<file path="src/sv/lr_pkg.sv">
`timescale 1ns / 1ps
// Shared types and constants for the line rasteriser.
package lr_pkg;

	localparam int COORD_W        = 6;
	localparam int REG_W          = 7;
	localparam int ERR_W          = 10;
	localparam int SCREEN_MAX_DEF = 64;
	localparam int JOB_DEPTH_DEF  = 2;
	localparam int APB_DW         = 32;
	localparam int APB_AW         = 3;

	// register index codes, taken from paddr[2]
	localparam logic REG_SCREEN_WIDTH  = 1'b0;
	localparam logic REG_SCREEN_HEIGHT = 1'b1;

	typedef struct packed {
		logic [COORD_W-1:0] start_x;
		logic [COORD_W-1:0] start_y;
		logic [COORD_W-1:0] end_x;
		logic [COORD_W-1:0] end_y;
	} line_in_t;

	typedef struct packed {
		logic [COORD_W-1:0] pixel_x;
		logic [COORD_W-1:0] pixel_y;
		logic               visible;
		logic               last;
	} pixel_out_t;

	// one classified line: major axis runs a0..a1 upward, minor starts at b0
	typedef struct packed {
		logic [COORD_W-1:0] a0;
		logic [COORD_W-1:0] b0;
		logic [COORD_W-1:0] a1;
		logic [COORD_W-1:0] da;
		logic [COORD_W-1:0] db;
		logic               minor_neg;
		logic               x_major;
	} job_t;

	typedef struct packed {
		logic [REG_W-1:0] screen_width;
		logic [REG_W-1:0] screen_height;
	} cfg_t;

endpackage

</file>
<file path="src/sv/lr_front.sv">
`timescale 1ns / 1ps
// Front end: accepts a segment, picks the major axis and orders the endpoints.
module lr_front (
	input  logic              push,
	output logic              full,
	input  lr_pkg::line_in_t  in_item,
	output logic              job_push,
	input  logic              job_full,
	output lr_pkg::job_t      job
);

	logic signed [lr_pkg::COORD_W:0] dx, dy;
	logic        [lr_pkg::COORD_W:0] adx, ady;
	logic                            shallow, swap;
	logic        [lr_pkg::COORD_W-1:0] b1;

	always_comb begin
		dx  = $signed({1'b0, in_item.end_x}) - $signed({1'b0, in_item.start_x});
		dy  = $signed({1'b0, in_item.end_y}) - $signed({1'b0, in_item.start_y});
		adx = dx[lr_pkg::COORD_W] ? $unsigned(-dx) : $unsigned(dx);
		ady = dy[lr_pkg::COORD_W] ? $unsigned(-dy) : $unsigned(dy);
		shallow = ady < adx;

		if (shallow) begin
			swap   = in_item.start_x > in_item.end_x;
			job.a0 = swap ? in_item.end_x   : in_item.start_x;
			job.b0 = swap ? in_item.end_y   : in_item.start_y;
			job.a1 = swap ? in_item.start_x : in_item.end_x;
			b1     = swap ? in_item.start_y : in_item.end_y;
		end else begin
			// equal slopes fall here and step along y
			swap   = in_item.start_y > in_item.end_y;
			job.a0 = swap ? in_item.end_y   : in_item.start_y;
			job.b0 = swap ? in_item.end_x   : in_item.start_x;
			job.a1 = swap ? in_item.start_y : in_item.end_y;
			b1     = swap ? in_item.start_x : in_item.end_x;
		end

		job.x_major   = shallow;
		job.da        = job.a1 - job.a0;
		job.minor_neg = b1 < job.b0;
		job.db        = job.minor_neg ? (job.b0 - b1) : (b1 - job.b0);
	end

	assign full     = job_full;
	assign job_push = push && !job_full;

endmodule

</file>
<file path="src/sv/lr_job_fifo.sv">
`timescale 1ns / 1ps
// Short queue of classified lines between the front end and the walker.
module lr_job_fifo #(
	parameter int DEPTH = lr_pkg::JOB_DEPTH_DEF
) (
	input  logic          clk,
	input  logic          arst_n,
	input  logic          push,
	input  lr_pkg::job_t  wr_data,
	output logic          full,
	input  logic          pop,
	output logic          empty,
	output lr_pkg::job_t  rd_data
);

	localparam int PTR_W = $clog2(DEPTH);
	localparam int CNT_W = $clog2(DEPTH + 1);

	lr_pkg::job_t     mem_q [DEPTH];
	logic [PTR_W-1:0] wr_ptr_q, rd_ptr_q;
	logic [CNT_W-1:0] count_q;
	logic             do_push, do_pop;

	assign full    = count_q == CNT_W'(DEPTH);
	assign empty   = count_q == '0;
	assign do_push = push && !full;
	assign do_pop  = pop && !empty;
	assign rd_data = mem_q[rd_ptr_q];

	always_ff @(posedge clk) begin
		if (do_push) begin
			mem_q[wr_ptr_q] <= wr_data;
		end
	end

	always_ff @(posedge clk or negedge arst_n) begin
		if (!arst_n) begin
			wr_ptr_q <= '0;
			rd_ptr_q <= '0;
			count_q  <= '0;
		end else begin
			if (do_push) begin
				wr_ptr_q <= (wr_ptr_q == PTR_W'(DEPTH - 1)) ? '0 : wr_ptr_q + 1'b1;
			end
			if (do_pop) begin
				rd_ptr_q <= (rd_ptr_q == PTR_W'(DEPTH - 1)) ? '0 : rd_ptr_q + 1'b1;
			end
			if (do_push && !do_pop) begin
				count_q <= count_q + 1'b1;
			end else if (do_pop && !do_push) begin
				count_q <= count_q - 1'b1;
			end
		end
	end

	a_count_bound: assert property (@(posedge clk) disable iff (!arst_n)
		count_q <= CNT_W'(DEPTH))
		else $error("job queue count beyond depth");

	a_push_not_full: assert property (@(posedge clk) disable iff (!arst_n)
		push |-> !full)
		else $error("job pushed into full queue");

endmodule

</file>
<file path="src/sv/lr_walk.sv">
`timescale 1ns / 1ps
// Back end: steps a line a pixel per cycle, unless stalled, into the output reg.
module lr_walk (
	input  logic               clk,
	input  logic               arst_n,
	input  lr_pkg::cfg_t       cfg,
	input  logic               job_valid,
	input  lr_pkg::job_t       job,
	output logic               job_pop,
	output logic               empty,
	input  logic               pop,
	output lr_pkg::pixel_out_t out_item
);

	localparam int CW = lr_pkg::COORD_W;
	localparam int EW = lr_pkg::ERR_W;

	logic                 active_q, out_valid_q;
	logic [CW-1:0]        a_q, b_q, a1_q, da_q, db_q;
	logic                 neg_q, xmaj_q;
	logic signed [EW-1:0] err_q, err_next, da2, db2;
	lr_pkg::pixel_out_t   out_q, pix;
	logic                 load, adv, err_pos;

	assign load    = !active_q && job_valid;
	assign job_pop = load;
	assign adv     = active_q && (!out_valid_q || pop);
	assign empty   = !out_valid_q;
	assign out_item = out_q;

	always_comb begin
		da2      = $signed(EW'({da_q, 1'b0}));
		db2      = $signed(EW'({db_q, 1'b0}));
		err_pos  = !err_q[EW-1] && (err_q != '0);
		err_next = err_q + db2 - (err_pos ? da2 : '0);

		pix.pixel_x = xmaj_q ? a_q : b_q;
		pix.pixel_y = xmaj_q ? b_q : a_q;
		pix.visible = ({1'b0, pix.pixel_x} < cfg.screen_width) &&
		              ({1'b0, pix.pixel_y} < cfg.screen_height);
		pix.last    = a_q == a1_q;
	end

	always_ff @(posedge clk) begin
		if (load) begin
			a_q    <= job.a0;
			b_q    <= job.b0;
			a1_q   <= job.a1;
			da_q   <= job.da;
			db_q   <= job.db;
			neg_q  <= job.minor_neg;
			xmaj_q <= job.x_major;
			err_q  <= $signed(EW'({job.db, 1'b0})) - $signed(EW'(job.da));
		end else if (adv) begin
			a_q   <= a_q + 1'b1;
			err_q <= err_next;
			if (err_pos) begin
				b_q <= neg_q ? b_q - 1'b1 : b_q + 1'b1;
			end
		end
		if (adv) begin
			out_q <= pix;
		end
	end

	always_ff @(posedge clk or negedge arst_n) begin
		if (!arst_n) begin
			active_q    <= 1'b0;
			out_valid_q <= 1'b0;
		end else begin
			if (load) begin
				active_q <= 1'b1;
			end else if (adv && pix.last) begin
				active_q <= 1'b0;
			end
			if (adv) begin
				out_valid_q <= 1'b1;
			end else if (pop) begin
				out_valid_q <= 1'b0;
			end
		end
	end

	a_last_ends_line: assert property (@(posedge clk) disable iff (!arst_n)
		adv && pix.last |=> !active_q)
		else $error("walker kept running past the last pixel");

	a_major_in_range: assert property (@(posedge clk) disable iff (!arst_n)
		active_q |-> a_q <= a1_q)
		else $error("major coordinate overran the end point");

	a_out_held: assert property (@(posedge clk) disable iff (!arst_n)
		out_valid_q && !pop |=> out_valid_q && $stable(out_q))
		else $error("waiting pixel overwritten");

endmodule

</file>
<file path="src/sv/line_rasterizer_core.sv">
`timescale 1ns / 1ps
// Top level of the line rasteriser: config registers, front end, job queue, walker.
//
// Segments go in on a queue-style port: in_item is taken when push is high and full
// is low. Pixels come out on a queue-style port: out_item holds the oldest pixel
// while empty is low and is taken when pop is high. Each line gives one beat per
// pixel, stepping along its major axis, with last set on the final beat.
// The front end classifies a segment combinationally into the job queue
// (JOB_DEPTH entries), so full only rises while the queue is full.
// The walker loads a line from the queue only once it has finished the previous one,
// then produces one pixel a cycle into a single output register while pop keeps it
// drained; a 64-pixel line is the longest. The first pixel of an idle block passes
// through the job queue, the walker's line registers and the output register.
// When pop is held low the walker stops with the output register full, and the
// queue then fills and raises full; nothing is dropped.
// screen_width and screen_height sit on the APB port at 0x0 and 0x4, bits 6:0;
// a pixel is visible when it lies below both.
// Reset empties the queue and output register and sets both sizes to SCREEN_MAX.
module line_rasterizer_core #(
	parameter int SCREEN_MAX = lr_pkg::SCREEN_MAX_DEF,
	parameter int JOB_DEPTH  = lr_pkg::JOB_DEPTH_DEF
) (
	input  logic                        clk,
	input  logic                        arst_n,
	input  logic                        push,
	output logic                        full,
	input  lr_pkg::line_in_t            in_item,
	output logic                        empty,
	input  logic                        pop,
	output lr_pkg::pixel_out_t          out_item,
	input  logic                        psel,
	input  logic                        penable,
	input  logic                        pwrite,
	input  logic [lr_pkg::APB_AW-1:0]   paddr,
	input  logic [lr_pkg::APB_DW-1:0]   pwdata,
	output logic [lr_pkg::APB_DW-1:0]   prdata,
	output logic                        pready
);

	lr_pkg::cfg_t cfg_q;
	lr_pkg::job_t job_in, job_out;
	logic         job_push, job_full, job_empty, job_pop;
	logic         wr_en;

	assign pready = 1'b1;
	assign wr_en  = psel && penable && pwrite;

	always_ff @(posedge clk or negedge arst_n) begin
		if (!arst_n) begin
			cfg_q.screen_width  <= lr_pkg::REG_W'(SCREEN_MAX);
			cfg_q.screen_height <= lr_pkg::REG_W'(SCREEN_MAX);
		end else if (wr_en) begin
			if (paddr[2] == lr_pkg::REG_SCREEN_WIDTH) begin
				cfg_q.screen_width <= pwdata[lr_pkg::REG_W-1:0];
			end else begin
				cfg_q.screen_height <= pwdata[lr_pkg::REG_W-1:0];
			end
		end
	end

	assign prdata = (paddr[2] == lr_pkg::REG_SCREEN_HEIGHT) ?
		lr_pkg::APB_DW'(cfg_q.screen_height) : lr_pkg::APB_DW'(cfg_q.screen_width);

	lr_front u_front (
		.push     (push),
		.full     (full),
		.in_item  (in_item),
		.job_push (job_push),
		.job_full (job_full),
		.job      (job_in)
	);

	lr_job_fifo #(
		.DEPTH (JOB_DEPTH)
	) u_job_fifo (
		.clk     (clk),
		.arst_n  (arst_n),
		.push    (job_push),
		.wr_data (job_in),
		.full    (job_full),
		.pop     (job_pop),
		.empty   (job_empty),
		.rd_data (job_out)
	);

	lr_walk u_walk (
		.clk       (clk),
		.arst_n    (arst_n),
		.cfg       (cfg_q),
		.job_valid (!job_empty),
		.job       (job_out),
		.job_pop   (job_pop),
		.empty     (empty),
		.pop       (pop),
		.out_item  (out_item)
	);

endmodule
</file>
<file path="config.mk">
export PLATFORM = sky130hd
export DESIGN_NAME = line_rasterizer_core
export DESIGN_NICKNAME = d
export VERILOG_FILES = /design/src/sv/lr_pkg.sv /design/src/sv/lr_front.sv /design/src/sv/lr_job_fifo.sv /design/src/sv/lr_walk.sv /design/src/sv/line_rasterizer_core.sv
export SDC_FILE = /design/constraint.sdc
export NUM_CORES = 1
export LEC_CHECK = 0
export BUFFER_PORTS_ARGS = -buffer_cell sky130_fd_sc_hd__buf_2
export CORE_ASPECT_RATIO = 0.75
export CORE_MARGIN = 3
export CORE_UTILIZATION = 55
export CTS_CLUSTER_SIZE = 8
export DETAILED_ROUTE_END_ITERATION = 16
export MAX_ROUTING_LAYER = met4
export PLACE_DENSITY = 0.76
export SKIP_LAST_GASP = 1
export SYNTH_ARGS = -nofsm -noshare
export SYNTH_HDL_FRONTEND = slang
export SYNTH_HIERARCHICAL = 1
export SYNTH_SLANG_ARGS = --single-unit
</file>
<file path="constraint.sdc">
create_clock -name clk -period 3.61 [get_ports clk]
set_input_delay 0.5415 -clock clk [delete_from_list [all_inputs] [get_ports clk]]
set_output_delay 0.5415 -clock clk [all_outputs]
set_load 0.01 [all_outputs]
</file>
==> flow_results.org <==
** Global routing
- The first global-routing pass estimated 33900 µm of wire.
- In the global route stage, met3 resource usage came out at 0.0401.
- For this run, global-route usage on met1 was measured as 0.292.
- Overall fraction of global-route tracks in use :: 0.229
- The layer flagged by global routing as most heavily used is met2.
- Remaining Overflow, GRT :: 0
- Number of global-route vias before repair :: approximately 6900
- Initial antenna violation count :: 0
- For met2 alone, demand over resource in global routing was 0.375.
- Entering global routing, the biggest net connects 41 pins.

** Route
- Sum of routed wire length over all layers :: 20700 µm
- Routed wirelength normalized by instance count :: 16.6 µm
- In this run, the number of DRC markers left after iteration 0 of detailed routing was between 300 and 400.
- The count of nets left with antenna violations once routing finished came out at 0.
- Via total after detailed routing :: between 6000 and 7000
- In the routed layout, each cell is associated on average with a via count of 5.31.
- In the routed design, unresolved DRC markers number 0.
- Pre-Repair DR Iteration Count :: 5

** Clock network
- Clock tree synthesis found a total of 140 sinks.
- Num CTS Buffers :: 17
- TritonCTS clock tree :: done
- The later pin in the worst-skew pair is clocked with a latency of 0.42 ns.
- Max H-tree Level :: 4
- Hold-fix buffer count after cts :: 0
- Root cell of the clock tree :: clkbuf_16
- No sink is reached through more buffers than the 2 on the longest clock path.
- Clock transition at the register clock pins on the worst setup and hold paths after CTS :: 0.06 ns

** Placed design
- Worst setup slack after placement :: -1.55 ns
- Port-buffer cells :: 61
- Routability-driven placement finished with a final weighted congestion of 0.866.
- Summed over all nets, the half-perimeter wirelength after detailed placement is around 15000 µm.

** Die
- Die ar. :: a little under 20000 µm²
- The floorplan has between 40 and 50 rows.
- For this design the top-level I/O count stands at 115.
- The initial utilization of the core area, before any placement, comes to 0.567.
- The core region is 17000 µm².
- In this run the horizontal extent of the chip is 159 µm.
- Overall die height :: 121 µm

** Synth
- The post-synthesis compound-gate area fraction was 0.0810.
- Cell Area, Synth :: 9660 µm²
- The commonest cells after synthesis are edfxtp_1, inv_1, mux2i_1, ha_1, mux2_2.
- Combinational family with the most area after synthesis :: multiplexers
- edfxtp_1 is the most common cell in the netlist.
- Counting flops and latches in the post-synthesis netlist gives 140.
- The share of the Yosys chip area taken by registers is 0.425.
- For this run, asynchronously set or reset flops after synthesis account for 0.143.
- Mux share of post-synthesis cell area :: 0.180
- Count of flip-flops with a built-in enable after synthesis :: 120
- Of the total synthesized cell area, the portion taken by AND, OR, NAND and NOR gates is 0.0729.
- Fraction of the mapped netlist area in adder cells :: 0.118
- Unique cell type count in the Yosys netlist :: between 60 and 70
- A synthesized cell averages 11.9 µm².
- Ranked by total cell area, the synthesized netlist is headed by edfxtp_1, ha_1, mux2i_1.
- Of the post-synthesis cell area, the dominant cell type holds 0.373.
- Of the total synthesized cell area, the portion taken by XOR and XNOR cells is 0.0472.
- Cell count after synthesis :: slightly above 800
- Among all flip-flop cells after synthesis, the most frequent one is edfxtp_1.
- Cell type contributing the most total cell area after synthesis :: edfxtp_1
- Yosys warns :: 6

** STA
- Share of the cycle needed by the critical path after routing :: 1.23
- Across all setup checks in the final design, the least slack found is -0.848 ns.
- Worst-Margin Slew :: 0.714 ns
- Setup violations remaining at the end of the flow were counted as 24.
- Achievable Freq :: 0.224 GHz
- Minimum period implied by the final worst setup slack :: ~4.5 ns
- After routing, the total negative slack on setup checks comes to -15.95 ns.
- On the final layout, the worst clock skew is 0.0112 ns.
- Setup repair after global routing could not meet its margin everywhere.
- The worst pin sits at a relative slew slack of 0.523.
- The final hold violation count came to 0.
- The final number of max-transition violations came to 0.

** Job
- Max-cap violations in this run came to 0.

** Setup path
- Delay of the slowest cell on the worst path :: 0.34 ns
- Cell with the most instances on the worst path :: buf_4
- Setup slack on the worst reg-to-reg path comes out at 0.23 ns.
- At the worst endpoint, the arrival time is 4.73 ns.
- Start of the worst register-to-register path :: u_walk/err_q[4]
- Startpoint kind of the worst setup timing path :: input pin
- Required time of the worst setup path :: 3.88 ns
- Setup crit end kind :: register
- The worst register-to-register path has a depth of 12.
- RR Endpoint :: u_walk/err_q[8]
- CP max stage cell :: fa_2
- The critical path is of the in2reg type.
- Peak fanout along the critical path :: 4

** Hold path
- The min-delay analysis places its worst path in the category in2async.

** Finish
- Area growth from synthesis to layout :: 24.9%
- The number of antenna diodes in the final layout is 0.
- Fraction of layout cells with a size suffix above 1 :: 0.374
- The net count of the finished layout is 1150.
- Layout fillers :: 1184
- Post-Route Utilization :: 0.708

** Power and ir drop
- In this run the power density over the cells is 959 nW/µm².
- VDD sags by at most 0.000513 V.
- Leakage power summed over all cells :: 5.46 nW

** Run status
- The flow ran to the end, but the final reports show violations.
- The final reports fail on negative setup slack.
[sequential cells by signal, indices dropped and copies added, names as in the netlist]
| signal | count |
|---|---|
| u_walk/a_q | 6 |
| u_walk/db_q | 6 |
| u_job_fifo/rd_ptr_q | 1 |
| u_walk/b_q | 6 |
| u_walk/a1_q | 6 |
| cfg_q | 14 |
| u_walk/err_q | 10 |
| u_walk/out_valid_q | 1 |
| u_walk/out_item | 14 |
| u_walk/active_q | 1 |
| u_job_fifo/mem_q | 64 |
| u_job_fifo/wr_ptr_q | 1 |
| u_walk/xmaj_q | 1 |
| u_walk/da_q | 6 |
| u_job_fifo/count_q | 2 |
| u_walk/neg_q | 1 |
[per-layer routing]
metal	share of wire	vias to the layer above	wire, µm
met2	0.50	158	10300
met3	0.036	23	740
met1	0.45	3213	9330
met5	0	-	0
li1	-	3236	-
met4	0.017	0	344
[worst max-delay path, delay by kind of cell]
family / cells / cell delay (ns)
buf+inv: 15 / 1.74
simple gates: 2 / 0.27
fa+ha+maj: 3 / 0.80
compound gates: 7 / 1.23
xor+xnor: 1 / 0.15
[cell usage in the layout, fill, tap and decap left out, types with 6 or more instances in the layout]
| cell type | count |
|---|---|
| a21o_1 | 12 |
| a21oi_1 | 24 |
| a21oi_2 | 8 |
| and2_1 | 9 |
| buf_2 | 57 |
| buf_4 | 133 |
| clkbuf_16 | 17 |
| conb_1 | 26 |
| dfrtp_1 | 17 |
| edfxtp_1 | 120 |
| fa_1 | 11 |
| ha_1 | 60 |
| ha_4 | 6 |
| inv_1 | 74 |
| mux2_2 | 46 |
| mux2_4 | 34 |
| mux2i_1 | 64 |
| nand2_1 | 28 |
| nand2b_1 | 7 |
| nand3_1 | 7 |
| nor2_1 | 27 |
| nor3_1 | 8 |
| o21a_1 | 7 |
| o21ai_0 | 23 |
| xnor2_1 | 24 |
| xor2_1 | 24 |
[report_power, final]
group          internal, mW  switching, mW  leakage (nW)
clock                  1.21          0.633         0.303
combinational          3.49           3.22          3.81
sequential             2.73          0.291          1.35
[per-stage QoR]
step                      cell area [µm²]  power, mW  std cells  hold WS, ns
final                               12100       11.6       1249       0.0579
after global routing                12100       12.4       1249       0.0774
after CTS                           12000       11.4       1245       0.0579
after detailed placement            10900       8.77       1193        0.508
after global placement              10900       8.55       1193        0.500
after floorplan                      9890       7.18        833        0.246
[repair_timing]
action | in CTS | in global routing
endpoints found under the setup margin | 28 | 31
gates resized for setup | 48 | 17
pin swaps | 20 | 12
cloned | 2 | 0
buffers inserted | 21 | 4
[worst max-delay path by stage]
stage | end | from | slack (ns) | cells past startpoint
after CTS | u_job_fifo/mem_q[1][6] | in_item[0] | -0.77 | 23
after floorplan | u_job_fifo/mem_q[0][3] | in_item[0] | -1.12 | 22
after global routing | u_job_fifo/mem_q[0][6] | in_item[0] | -1.05 | 23
after global placement | u_job_fifo/mem_q[0][6] | in_item[0] | -1.39 | 22
after detailed placement | u_job_fifo/mem_q[0][6] | in_item[0] | -1.55 | 22
final | u_job_fifo/mem_q[1][13] | in_item[0] | -0.85 | 28
[kinds of logic (layout without fill, tap and decap cells)]
logic type	Yosys count	in the layout
AOI/OAI and AO/OA	120	120
xor gates and xnor gates	52	52
adders and majority gates	83	83
buffers and inverters	131	310
DFF	140	140
muxes	153	153
other	2	26
and+or+nand+nor	128	129
[final cells by class]
type	count	area, µm²	area share
clock buffer	17	425	0.0353
clock inverter	14	200	0.0166
inverter	79	307	0.0254
multi-input combinational	563	5290	0.439
sequential	140	4110	0.340
tap	236	295	0.0245
timing repair buffer	200	1440	0.119
No activity file was read; power rests on OpenSTA's default activity.
